**config.mk**
```make
export PLATFORM = sky130hd
export DESIGN_NAME = nnact_lane
export DESIGN_NICKNAME = d
export VERILOG_FILES = /design/src/rtl/core/nnact_pkg.sv /design/src/rtl/core/nnact_div.sv /design/src/rtl/core/nnact_lane.sv
export SDC_FILE = /design/constraint.sdc
export NUM_CORES = 2
export LEC_CHECK = 0
export BUFFER_PORTS_ARGS = -buffer_cell sky130_fd_sc_hd__buf_4
export CORE_UTILIZATION = 65
export CTS_CLUSTER_DIAMETER = 60
export DETAILED_ROUTE_END_ITERATION = 6
export PLACE_DENSITY = 0.86
export SYNTH_ARGS = -nofsm -noshare
export SYNTH_HDL_FRONTEND = slang
export SYNTH_SLANG_ARGS = --single-unit
```
**constraint.sdc**
```tcl
create_clock -name clk -period 12.5 [get_ports clk]
set_clock_uncertainty 0.05 [all_clocks]
set_input_delay 1.25 -clock clk [delete_from_list [all_inputs] [get_ports clk]]
set_output_delay 1.25 -clock clk [all_outputs]
set_load 0.02 [all_outputs]
```
**src/rtl/core/nnact_pkg.sv**
```systemverilog
// shared types, constants and the exp table for the activation unit
`timescale 1ns / 1ps
package nnact_pkg;

    localparam int LANES             = 4;
    localparam int FRAC_BITS         = 12;
    localparam int EXP_TABLE_ENTRIES = 64;
    localparam int EXP_IDX_BITS      = $clog2(EXP_TABLE_ENTRIES);
    localparam int DATA_W            = 16;
    localparam int EXP_W             = 17;
    localparam int EXP_FRAC_W        = FRAC_BITS + 16;
    localparam int Q_BITS            = FRAC_BITS + 1;
    localparam int NUM_W             = FRAC_BITS + 17;

    // lane stages 0..LANE_STAGES-1, divider takes the last Q_BITS of them
    localparam int LANE_STAGES       = 18;
    localparam int DIV_FIRST         = LANE_STAGES - Q_BITS;

    localparam logic [16:0]        LOG2E_Q16      = 17'd94548;
    localparam longint unsigned    LN2_Q32        = 64'd2977044472;
    localparam logic signed [17:0] SLOPE_Q16      = 18'sd6554;
    localparam logic signed [17:0] ELU_ALPHA_Q16  = 18'sd6554;
    localparam logic signed [17:0] SELU_ALPHA_Q16 = 18'sd109661;
    localparam logic signed [17:0] SELU_SCALE_Q16 = 18'sd68859;
    localparam logic [EXP_W-1:0]   EXP_ONE        = EXP_W'(65536);
    localparam logic [Q_BITS-1:0]  ONE_Q          = Q_BITS'(1 << FRAC_BITS);

    localparam logic signed [DATA_W-1:0] OUT_MAX = 16'sh7fff;
    localparam logic signed [DATA_W-1:0] OUT_MIN = 16'sh8000;

    // configuration register indexes
    localparam logic REG_KIND = 1'b0;

    typedef enum logic [2:0] {
        ACT_RELU    = 3'd0,
        ACT_LEAKY   = 3'd1,
        ACT_ELU     = 3'd2,
        ACT_SELU    = 3'd3,
        ACT_TANH    = 3'd4,
        ACT_SIGMOID = 3'd5
    } act_kind_t;

    typedef struct packed {
        logic signed [DATA_W-1:0] in_lane0;
        logic signed [DATA_W-1:0] in_lane1;
        logic signed [DATA_W-1:0] in_lane2;
        logic signed [DATA_W-1:0] in_lane3;
        logic                     group_end;
    } act_word_t;

    typedef struct packed {
        logic signed [DATA_W-1:0] out_lane0;
        logic signed [DATA_W-1:0] out_lane1;
        logic signed [DATA_W-1:0] out_lane2;
        logic signed [DATA_W-1:0] out_lane3;
        logic                     group_end_out;
        logic                     clipped;
    } res_word_t;

    typedef logic [EXP_W-1:0] exp_tab_t [0:EXP_TABLE_ENTRIES];

    // 2^(-k/entries) in Q16 from an integer taylor series of exp(-x)
    function automatic exp_tab_t build_exp_tab();
        exp_tab_t        t;
        longint unsigned x;
        longint unsigned term;
        longint unsigned pos;
        longint unsigned ngs;
        for (int k = 0; k <= EXP_TABLE_ENTRIES; k++) begin
            x    = (64'(k) * LN2_Q32 + 64'(EXP_TABLE_ENTRIES / 2)) / 64'(EXP_TABLE_ENTRIES);
            term = 64'h1_0000_0000;
            pos  = 64'h1_0000_0000;
            ngs  = 64'd0;
            for (int n = 1; n <= 20; n++) begin
                term = ((term * x) >> 32) / 64'(n);
                if ((n % 2) == 1)
                begin
                    ngs = ngs + term;
                end
                else
                begin
                    pos = pos + term;
                end
            end
            t[k] = EXP_W'(((pos - ngs) + 64'd32768) >> 16);
        end
        return t;
    endfunction

    localparam exp_tab_t EXP_TAB = build_exp_tab();

endpackage

```
**src/rtl/core/nnact_div.sv**
```systemverilog
// pipelined restoring divider, one quotient bit per stage: (2^28 + d/2) / d
`timescale 1ns / 1ps
module nnact_div (
    input  logic                        clk,
    input  logic [nnact_pkg::Q_BITS-1:0] ld,
    input  logic [17:0]                 d_in,
    output logic [nnact_pkg::Q_BITS-1:0] q
);
    import nnact_pkg::*;

    logic [NUM_W-1:0]  num;
    logic [17:0]       rem_reg  [0:Q_BITS-1];
    logic [17:0]       d_reg    [0:Q_BITS-1];
    logic [Q_BITS-1:0] nl_reg   [0:Q_BITS-1];
    logic [Q_BITS-1:0] q_reg    [0:Q_BITS-1];
    logic [17:0]       rem_next [0:Q_BITS-1];
    logic [Q_BITS-1:0] q_next   [0:Q_BITS-1];

    assign num = (NUM_W'(1) << (NUM_W - 1)) + NUM_W'(d_in >> 1);

    genvar j;
    generate
        for (j = 0; j < Q_BITS; j++) begin : g_step
            logic [17:0]       prem;
            logic [17:0]       pd;
            logic [Q_BITS-1:0] pnl;
            logic [Q_BITS-1:0] pq;
            logic [17:0]       trial;

            if (j == 0) begin : g_first
                assign prem = 18'(num[NUM_W-1:Q_BITS]);
                assign pd   = d_in;
                assign pnl  = num[Q_BITS-1:0];
                assign pq   = '0;
            end
            else begin : g_next
                assign prem = rem_reg[j-1];
                assign pd   = d_reg[j-1];
                assign pnl  = nl_reg[j-1];
                assign pq   = q_reg[j-1];
            end

            assign trial = {prem[16:0], pnl[Q_BITS-1-j]};

            always_comb
            begin
                if (trial >= pd)
                begin
                    rem_next[j] = trial - pd;
                    q_next[j]   = pq | (Q_BITS'(1) << (Q_BITS - 1 - j));
                end
                else
                begin
                    rem_next[j] = trial;
                    q_next[j]   = pq;
                end
            end

            always_ff @(posedge clk)
            begin
                if (ld[j])
                begin
                    rem_reg[j] <= rem_next[j];
                    d_reg[j]   <= pd;
                    nl_reg[j]  <= pnl;
                    q_reg[j]   <= q_next[j];
                end
            end
        end
    endgenerate

    assign q = q_reg[Q_BITS-1];

endmodule

```
**src/rtl/core/nnact_lane.sv**
```systemverilog
// one activation lane: exp by power of two and table, aux multiplies, sigmoid divide
`timescale 1ns / 1ps
module nnact_lane (
    input  logic                             clk,
    input  logic [nnact_pkg::LANE_STAGES-1:0] ld,
    input  logic signed [15:0]               x_in,
    input  nnact_pkg::act_kind_t             kind_in,
    output logic signed [15:0]               y,
    output logic                             clip
);
    import nnact_pkg::*;

    typedef struct packed {
        logic signed [17:0] aux;
        logic               neg;
        act_kind_t          kind;
    } aux_t;

    // stage 0
    logic signed [15:0] x0_reg;
    act_kind_t          k0_reg;
    logic signed [16:0] eff;
    logic               neg0;
    logic [16:0]        mag;

    // stages 1..4
    logic [33:0]              y1_reg;
    logic signed [15:0]       x1_reg, x2_reg, x3_reg, x4_reg;
    act_kind_t                k1_reg, k2_reg, k3_reg, k4_reg;
    logic                     n1_reg, n2_reg, n3_reg, n4_reg;
    logic [EXP_IDX_BITS-1:0]  idx;
    logic [EXP_IDX_BITS:0]    idx1;
    logic [5:0]               sh2_reg, sh3_reg;
    logic [EXP_FRAC_W-1:0]    r2_reg;
    logic [EXP_W-1:0]         a2_reg, a3_reg, diff2_reg;
    logic [EXP_W+EXP_FRAC_W-1:0] prod3_reg;
    logic [EXP_W-1:0]         v;
    logic [EXP_W:0]           vsh;
    logic [EXP_W-1:0]         e4_reg;

    // aux path
    logic signed [17:0] opa, opb;
    logic signed [35:0] p5_reg, p7_reg;
    logic signed [15:0] x5_reg;
    act_kind_t          k5_reg, k6_reg, k7_reg;
    logic               n5_reg, n6_reg, n7_reg;
    logic signed [17:0] t6_next, t6_reg, t7_reg;
    aux_t               a8_next;
    aux_t               ad_reg [DIV_FIRST+3:LANE_STAGES-1];

    // final
    logic [Q_BITS-1:0]  q;
    logic [Q_BITS-1:0]  s;
    logic signed [18:0] res;
    aux_t               fin;

    always_comb
    begin
        if (k0_reg == ACT_TANH)
        begin
            eff = {x0_reg, 1'b0};
        end
        else
        begin
            eff = {x0_reg[15], x0_reg};
        end
        neg0 = eff[16];
        mag  = neg0 ? (~eff + 17'd1) : eff;
    end

    assign idx  = y1_reg[EXP_FRAC_W-1 -: EXP_IDX_BITS];
    assign idx1 = {1'b0, idx} + (EXP_IDX_BITS + 1)'(1);

    // interpolate, then rounding shift by the integer part of the exponent
    assign v   = a3_reg - EXP_W'((prod3_reg + (EXP_W + EXP_FRAC_W)'(1 << (EXP_FRAC_W - 1)))
                                 >> EXP_FRAC_W);
    assign vsh = ({v, 1'b0} >> sh3_reg) + (EXP_W + 1)'(1);

    always_ff @(posedge clk)
    begin
        if (ld[0])
        begin
            x0_reg <= x_in;
            k0_reg <= kind_in;
        end
        if (ld[1])
        begin
            y1_reg <= 34'(mag) * 34'(LOG2E_Q16);
            x1_reg <= x0_reg;
            k1_reg <= k0_reg;
            n1_reg <= neg0;
        end
        if (ld[2])
        begin
            sh2_reg   <= y1_reg[33:EXP_FRAC_W];
            r2_reg    <= EXP_FRAC_W'(y1_reg[EXP_FRAC_W-EXP_IDX_BITS-1:0]) << EXP_IDX_BITS;
            a2_reg    <= EXP_TAB[idx];
            diff2_reg <= EXP_TAB[idx] - EXP_TAB[idx1];
            x2_reg    <= x1_reg;
            k2_reg    <= k1_reg;
            n2_reg    <= n1_reg;
        end
        if (ld[3])
        begin
            prod3_reg <= (EXP_W + EXP_FRAC_W)'(diff2_reg) * (EXP_W + EXP_FRAC_W)'(r2_reg);
            a3_reg    <= a2_reg;
            sh3_reg   <= sh2_reg;
            x3_reg    <= x2_reg;
            k3_reg    <= k2_reg;
            n3_reg    <= n2_reg;
        end
        if (ld[4])
        begin
            e4_reg <= EXP_W'(vsh >> 1);
            x4_reg <= x3_reg;
            k4_reg <= k3_reg;
            n4_reg <= n3_reg;
        end
    end

    nnact_div u_div (
        .clk  (clk),
        .ld   (ld[LANE_STAGES-1:DIV_FIRST]),
        .d_in (18'(EXP_ONE) + 18'(e4_reg)),
        .q    (q)
    );

    // shared first multiply: slope, elu alpha or selu alpha
    always_comb
    begin
        case (k4_reg)
            ACT_ELU:
            begin
                opa = $signed({1'b0, e4_reg}) - 18'sd65536;
                opb = ELU_ALPHA_Q16;
            end
            ACT_SELU:
            begin
                opa = $signed({1'b0, e4_reg}) - 18'sd65536;
                opb = SELU_ALPHA_Q16;
            end
            default:
            begin
                opa = 18'(x4_reg);
                opb = SLOPE_Q16;
            end
        endcase
    end

    always_comb
    begin
        case (k5_reg)
            ACT_RELU:  t6_next = n5_reg ? 18'sd0 : 18'(x5_reg);
            ACT_LEAKY: t6_next = n5_reg ? 18'((p5_reg + 36'sd32768) >>> 16) : 18'(x5_reg);
            ACT_ELU,
            ACT_SELU:  t6_next = n5_reg ? 18'((p5_reg + 36'sd524288) >>> 20) : 18'(x5_reg);
            default:   t6_next = 18'(x5_reg);
        endcase
    end

    always_comb
    begin
        a8_next.neg  = n7_reg;
        a8_next.kind = k7_reg;
        if (k7_reg == ACT_SELU)
        begin
            a8_next.aux = 18'((p7_reg + 36'sd32768) >>> 16);
        end
        else
        begin
            a8_next.aux = t7_reg;
        end
    end

    always_ff @(posedge clk)
    begin
        if (ld[DIV_FIRST])
        begin
            p5_reg <= opa * opb;
            x5_reg <= x4_reg;
            k5_reg <= k4_reg;
            n5_reg <= n4_reg;
        end
        if (ld[DIV_FIRST+1])
        begin
            t6_reg <= t6_next;
            k6_reg <= k5_reg;
            n6_reg <= n5_reg;
        end
        if (ld[DIV_FIRST+2])
        begin
            p7_reg <= t6_reg * SELU_SCALE_Q16;
            t7_reg <= t6_reg;
            k7_reg <= k6_reg;
            n7_reg <= n6_reg;
        end
    end

    // aux result waits alongside the divider
    genvar g;
    generate
        for (g = DIV_FIRST + 3; g < LANE_STAGES; g++) begin : g_dly
            always_ff @(posedge clk)
            begin
                if (ld[g])
                begin
                    if (g == DIV_FIRST + 3)
                    begin
                        ad_reg[g] <= a8_next;
                    end
                    else
                    begin
                        ad_reg[g] <= ad_reg[(g == DIV_FIRST + 3) ? g : g - 1];
                    end
                end
            end
        end
    endgenerate

    assign fin = ad_reg[LANE_STAGES-1];
    assign s   = fin.neg ? (ONE_Q - q) : q;

    always_comb
    begin
        case (fin.kind)
            ACT_TANH:    res = 19'(s) + 19'(s) - 19'(ONE_Q);
            ACT_SIGMOID: res = 19'(s);
            default:     res = 19'(fin.aux);
        endcase
        clip = 1'b0;
        y    = res[15:0];
        if (res > 19'(OUT_MAX))
        begin
            y    = OUT_MAX;
            clip = 1'b1;
        end
        else if (res < 19'(OUT_MIN))
        begin
            y    = OUT_MIN;
            clip = 1'b1;
        end
    end

endmodule

```
# Yosys cells after proc, flatten, opt, wreduce, memory -nomap -nowiden
# Memories as Yosys holds them, arrays and structs flattened.
# Index checks and enable logic that the tools add are counted.
# word_totals
register_bits	402
rom_bits	4352
latch_bits	0
memories	7
word_cells	177
ram_bits	1026
input_bits	38
output_inout_bits	17
# mem_list
memory	depth	word_bits	read_ports	rd_ports_with_merged_regs	wr	line_no	source
(name not given)	128	17	1	0	0	nnact_lane.sv:98	diff2_reg <= EXP_TAB[idx] - EXP_TAB[idx1];
(name not given)	128	17	1	0	0	nnact_lane.sv:98	
u_div.d_reg	13	18	12	0	13	nnact_div.sv:13	logic [17:0] d_reg [0:Q_BITS-1];
u_div.rem_reg	13	18	12	0	13	nnact_div.sv:12	logic [17:0] rem_reg [0:Q_BITS-1];
ad_reg	10	22	10	0	10	nnact_lane.sv:49	aux_t ad_reg [DIV_FIRST+3:LANE_STAGES-1];
u_div.nl_reg	13	13	12	0	13	nnact_div.sv:14	logic [Q_BITS-1:0] nl_reg [0:Q_BITS-1];
1 more memories	n/a	n/a	n/a	n/a	n/a	n/a	
# op_classes
reduce_logical	3
n_lt_le_gt_ge	17
n_div	0
n_eq_ne	9
n_addsub	28
n_shift	1
multipliers	4
mux	71
bitwise	3
# ops
op	count
$mux 18	18
$ge 18x18->1	12
$sub 18x18->18	12
$mux 17	6
$add 34x17->34 const B	2
$pmux 18 s3	1
$mux 16	3
$add 45x28->45 const B	1
$pmux 19 s2	1
$mul 17x20->37	1
$add 36x21->36 const B	1
$mul 18x18->36	1
$mul 18x18->34 const B	1
$sub 17x17->17	2
$mul 17x15->32 const B	1
$add 29x17->29 const A	1
$mux 1	29
$mux 13	2
$gt 19x16->1 const B	1
$lt 19x16->1 const B	1
$add 17x17->18 const A	1
$add 18x1->18 const B	1
$ge 17x18->1	1
$shr 18x6->18	1
28 further kinds	35

# Logic depth before layout (Yosys ltp)
# An unclocked memory read counts as a cell.
# logic_depth
depth_word	9
mapped_depth	36
ltp_nobuf	34

# Modules after synthesis
# From an unflattened synthesis, not the netlist that was laid out.
# unflattened
hier_cells	7632
area_unflattened_um2	83256.1
# modules_own_cells
module	n_inst	area_each_um2	cells_each	seq_area_each_um2
nnact_lane	1	55042.8	5247	17056.4
nnact_div	1	28213.3	2385	15344.7

# Least setup slack after synthesis
# No wires, ideal clock.
# synth_path
kind	register to register
from	register k0_reg[1]
to	register y1_reg[32] (data pin)
setup_slack_ns	3.817
setup_ns	0.262
arrival_time_ns	8.371
path_stages_with_launch	36
t_required_ns	12.188
period_less_slack_ns	8.683
n_path_buf	2
cell_sequence	edfxtp_1 -> nor3b_1 -> clkbuf_1 -> clkbuf_1 -> mux2i_1 -> ha_1 -> nand2b_1 -> a2111o_1 -> nor4_1 -> nor2b_1 -> nand2_1 -> o21ai_0 -> o221ai_1 -> o31ai_1 -> nand2_1 -> xnor2_1 -> inv_1 -> ha_1 -> inv_1 -> fa_1 -> inv_1 -> fa_1 -> fa_1 -> inv_1 -> fa_1 -> inv_1 -> ha_1 -> a21oi_1 -> o21bai_1 -> a21o_1 -> a221oi_1 -> a21oi_1 -> and2_1 -> o31ai_1 -> a21oi_1 -> xor2_1
# synth_via
elab_chain_len	6
# synth_lines
element	line_no	source
start, declared	nnact_lane.sv:21	act_kind_t k0_reg;
start signal, assigned	nnact_lane.sv:84	k0_reg <= kind_in;
$eq 3x3->1 *	nnact_lane.sv:59	if (k0_reg == ACT_TANH)
$mux 16 *	nnact_lane.sv:59	
$not 17->17	nnact_lane.sv:68	mag = neg0 ? (~eff + 17'd1) : eff;
$add 17x1->17	nnact_lane.sv:68	
$mux 17 *	nnact_lane.sv:68	
$mul 17x15->32 *	nnact_lane.sv:88	y1_reg <= 34'(mag) * 34'(LOG2E_Q16);
end signal, assigned	nnact_lane.sv:88	
end, declared	nnact_lane.sv:27	logic [33:0] y1_reg;
# Mark *: on every way between the ends. The rest lies on a longest branch, timed or not.
# A chain may end at the register's enable or synchronous reset.

# Worst setup path after layout
# Same ends and word-level chain as after synthesis.

==> impl_results.md <==
- Status: complete, no violations
- Reg area: 32400 um^2
- FFs w/ async S/R, synth: 0
- Post-route cell area: 87900 um^2
- Number of library cell types mapped by synthesis: 99
- CP required: 12.86 ns
- Synth Cell Area: 82100 um^2
- Drt pass-1 iters: 6
- Minimum clock period: 8.99 ns
- Initial antenna violation count: 3
- Initial Util: 0.654
- Hold Crit Start: x2_reg[8]
- CTS tree: yes
- Crit-path leading delay family: adder cells
- Final nets: 9039
- Area of the multi-input gates: 44000 um^2
- Final core occ: 0.701
- RSZ-0062 raised after global routing: no
- Die W: 357 um
- Core area: 125000 um^2
- CP max stage delay: 0.50 ns
- Worst-path maximum fanout: 23
- DRC: 0
- Worst setup startpoint: k0_reg[1]
- Routability cong.: 0.943
- Ys Warns: 0
- Via count: 55910
- Final worst path period share: 0.719
- GR Overflow Total: 0
- Crit path launch type: flip-flop
- Worst slew margin relative to its limit: 0.206
- Crit end category: flip-flop
- Ys flop type: edfxtp_1
- CTS resizes: 0
- Total detailed-routing wirelength: 189 mm
- Placed cell count: 9087
- Number of H-tree levels: 3
- CTS Root Buffer Type: clkbuf_16
- Post-synth EDFFs: 1079
- Synth Register Bits: 1079
- # hold bufs at CTS: 0
- Worst setup path endpoint: y1_reg[32]
- Post-synthesis sequential area ratio: 0.395
- Hold Crit Class: reg -> reg
- Slowest library cell on the worst path: fa_1
- Final hold violation count: 0
- Vias in the first global route: 58016
- # diodes: 0
- Routed Antenna Nets: 0
- Worst-margin pin slew: 1.19 ns
- Die ar.: 128000 um^2
- Critical path buffer and inverter count: 5
- Maximum number of pins on one net before global-route repair: 80
- Buffer count from post-CTS setup fixing: 0
- Port Buffers: 54
- FF-to-FF End: y1_reg[32]
- Final setup viols: 0
- Worst path depth: 34
- Post-synth top area cell: edfxtp_1
- Syn-to-layout area delta: 7.15%
- Max-cap viol count: 0
- Die height: 357 um
- I/O pin count: 55
- Max clock buf depth: 3
- Placement Cell Area: 84100 um^2
- Vias per cell: 6.01
- Non-filler cells, final: 9297
- Crit path DAT: 9.35 ns
- Clock transition at path regs: 0.06 ns
- Fillers: 8482
- Worst reg2reg path startpoint: k0_reg[1]
- Synth Area per Inst: 10.9 um^2
- Layout cell share with drive strength beyond 1: 0.0511
- Worst skew pair latency: 0.74 ns
- Initial drt markers: 5522
- Core Rows: 130
- CTS Sinks: 1079
- Post-DP HPWL: 143 mm
- Top cell by count, worst path: inv_1
- Max-slew violations: 0
- Final setup TNS: 0 ns
- First-pass GRT wire length: 302 mm
- Syn Inst Count: 7536
- FMAX: 0.111 GHz
- Max reg flops: 220
- Total CTS buffers: 112
- Post-synth top area share: 0.395
- FF-to-FF setup slack: 3.51 ns
- Setup Crit Path Kind: reg -> reg
- Worst Reg-to-Reg Cells: 34
- GRT Total Usage: 0.300
- Main area contributors after synthesis: edfxtp_1 39%, fa_1 17%, ha_1 12%
- Routed len/inst: 20.3 um
## kinds of logic after synthesis
kind of cell,Yosys count,synth area share
AND/OR/NAND/NOR,1734,0.0998
buffers and inverters,1516,0.0705
XOR/XNOR,402,0.0429
flip-flops,1079,0.395
adder cells (fa/ha/maj),1450,0.283
other,2,0.0000915
AO/OA/AOI/OAI,1277,0.0984
multiplexers,76,0.0105
## Yosys cell counts, types with 18 or more instances
library cell	n
a21oi_1	397
o211ai_1	34
a21o_1	93
mux2_2	42
xnor2_1	232
clkbuf_1	180
nand2b_1	54
xor2_1	170
o31ai_1	34
ha_1	773
nor3_1	100
or3_1	34
a211oi_1	61
a21boi_0	33
nor2b_1	61
o21ai_0	312
edfxtp_1	1079
o21a_1	35
o22ai_1	18
buf_1	20
o21bai_1	22
nor2_1	430
fa_1	677
mux2i_1	30
nand2_1	585
or2_2	29
inv_1	1291
nand3_1	98
and3_1	45
and2_1	165
nand4_1	52
a31oi_1	30
## final cells by class
type / instances / share of cell area
inverter: 1298 / 0.0554
tap: 1650 / 0.0235
clock buffer: 129 / 0.0326
timing repair buffer: 103 / 0.00879
clock inverter: 81 / 0.0108
multi-input combinational: 4957 / 0.500
sequential: 1079 / 0.368
## through the flow
step | hold WS, ns | setup WS [ns]
2_1_floorplan | 0.350 | 3.82
3_3_place_gp | 0.350 | 3.95
3_5_place_dp | 0.355 | 3.71
4_1_cts | 0.280 | 3.61
5_1_grt | 0.289 | 2.91
6_report | 0.292 | 3.51
## placed cells by master, fill, tap and decap left out, drive strengths merged, types with 17 or more instances in the layout
cell and instances:
a211oi 61, a21boi 36, a21o 98, a21oi 397, a31oi 31, and2 167, and3 47, and4 18
buf 103, clkbuf 129, clkinv 60, conb 18, edfxtp 1079, fa 677, ha 773, inv 1303
mux2 42, mux2i 30, nand2 585, nand2b 54, nand3 99, nand4 52, nor2 430, nor2b 61
nor3 101, nor4 17, o211ai 34, o21a 35, o21ai 317, o21bai 22, o22ai 18, o31ai 34
or2 30, or3 36, xnor2 232, xor2 170
## worst min-delay path by stage
stage | to | cells past startpoint
2_1_floorplan | a3_reg[0] | 0
3_3_place_gp | ad_reg[7][12] | 0
3_5_place_dp | a3_reg[13] | 0
4_1_cts | x3_reg[8] | 0
5_1_grt | x3_reg[8] | 0
6_report | x3_reg[8] | 0
## metal layers
metal  wire length (um)  share of wire  track usage
met2              95000           0.50        0.523
met3              12900          0.068       0.0514
met1              71900           0.38        0.366
met4               9430          0.050        0.134
met5                 12       0.000063            0
Power is left out: the tool's default activity adds up to more than one toggle a clock period on the data nets, which glitch-free logic cannot reach.
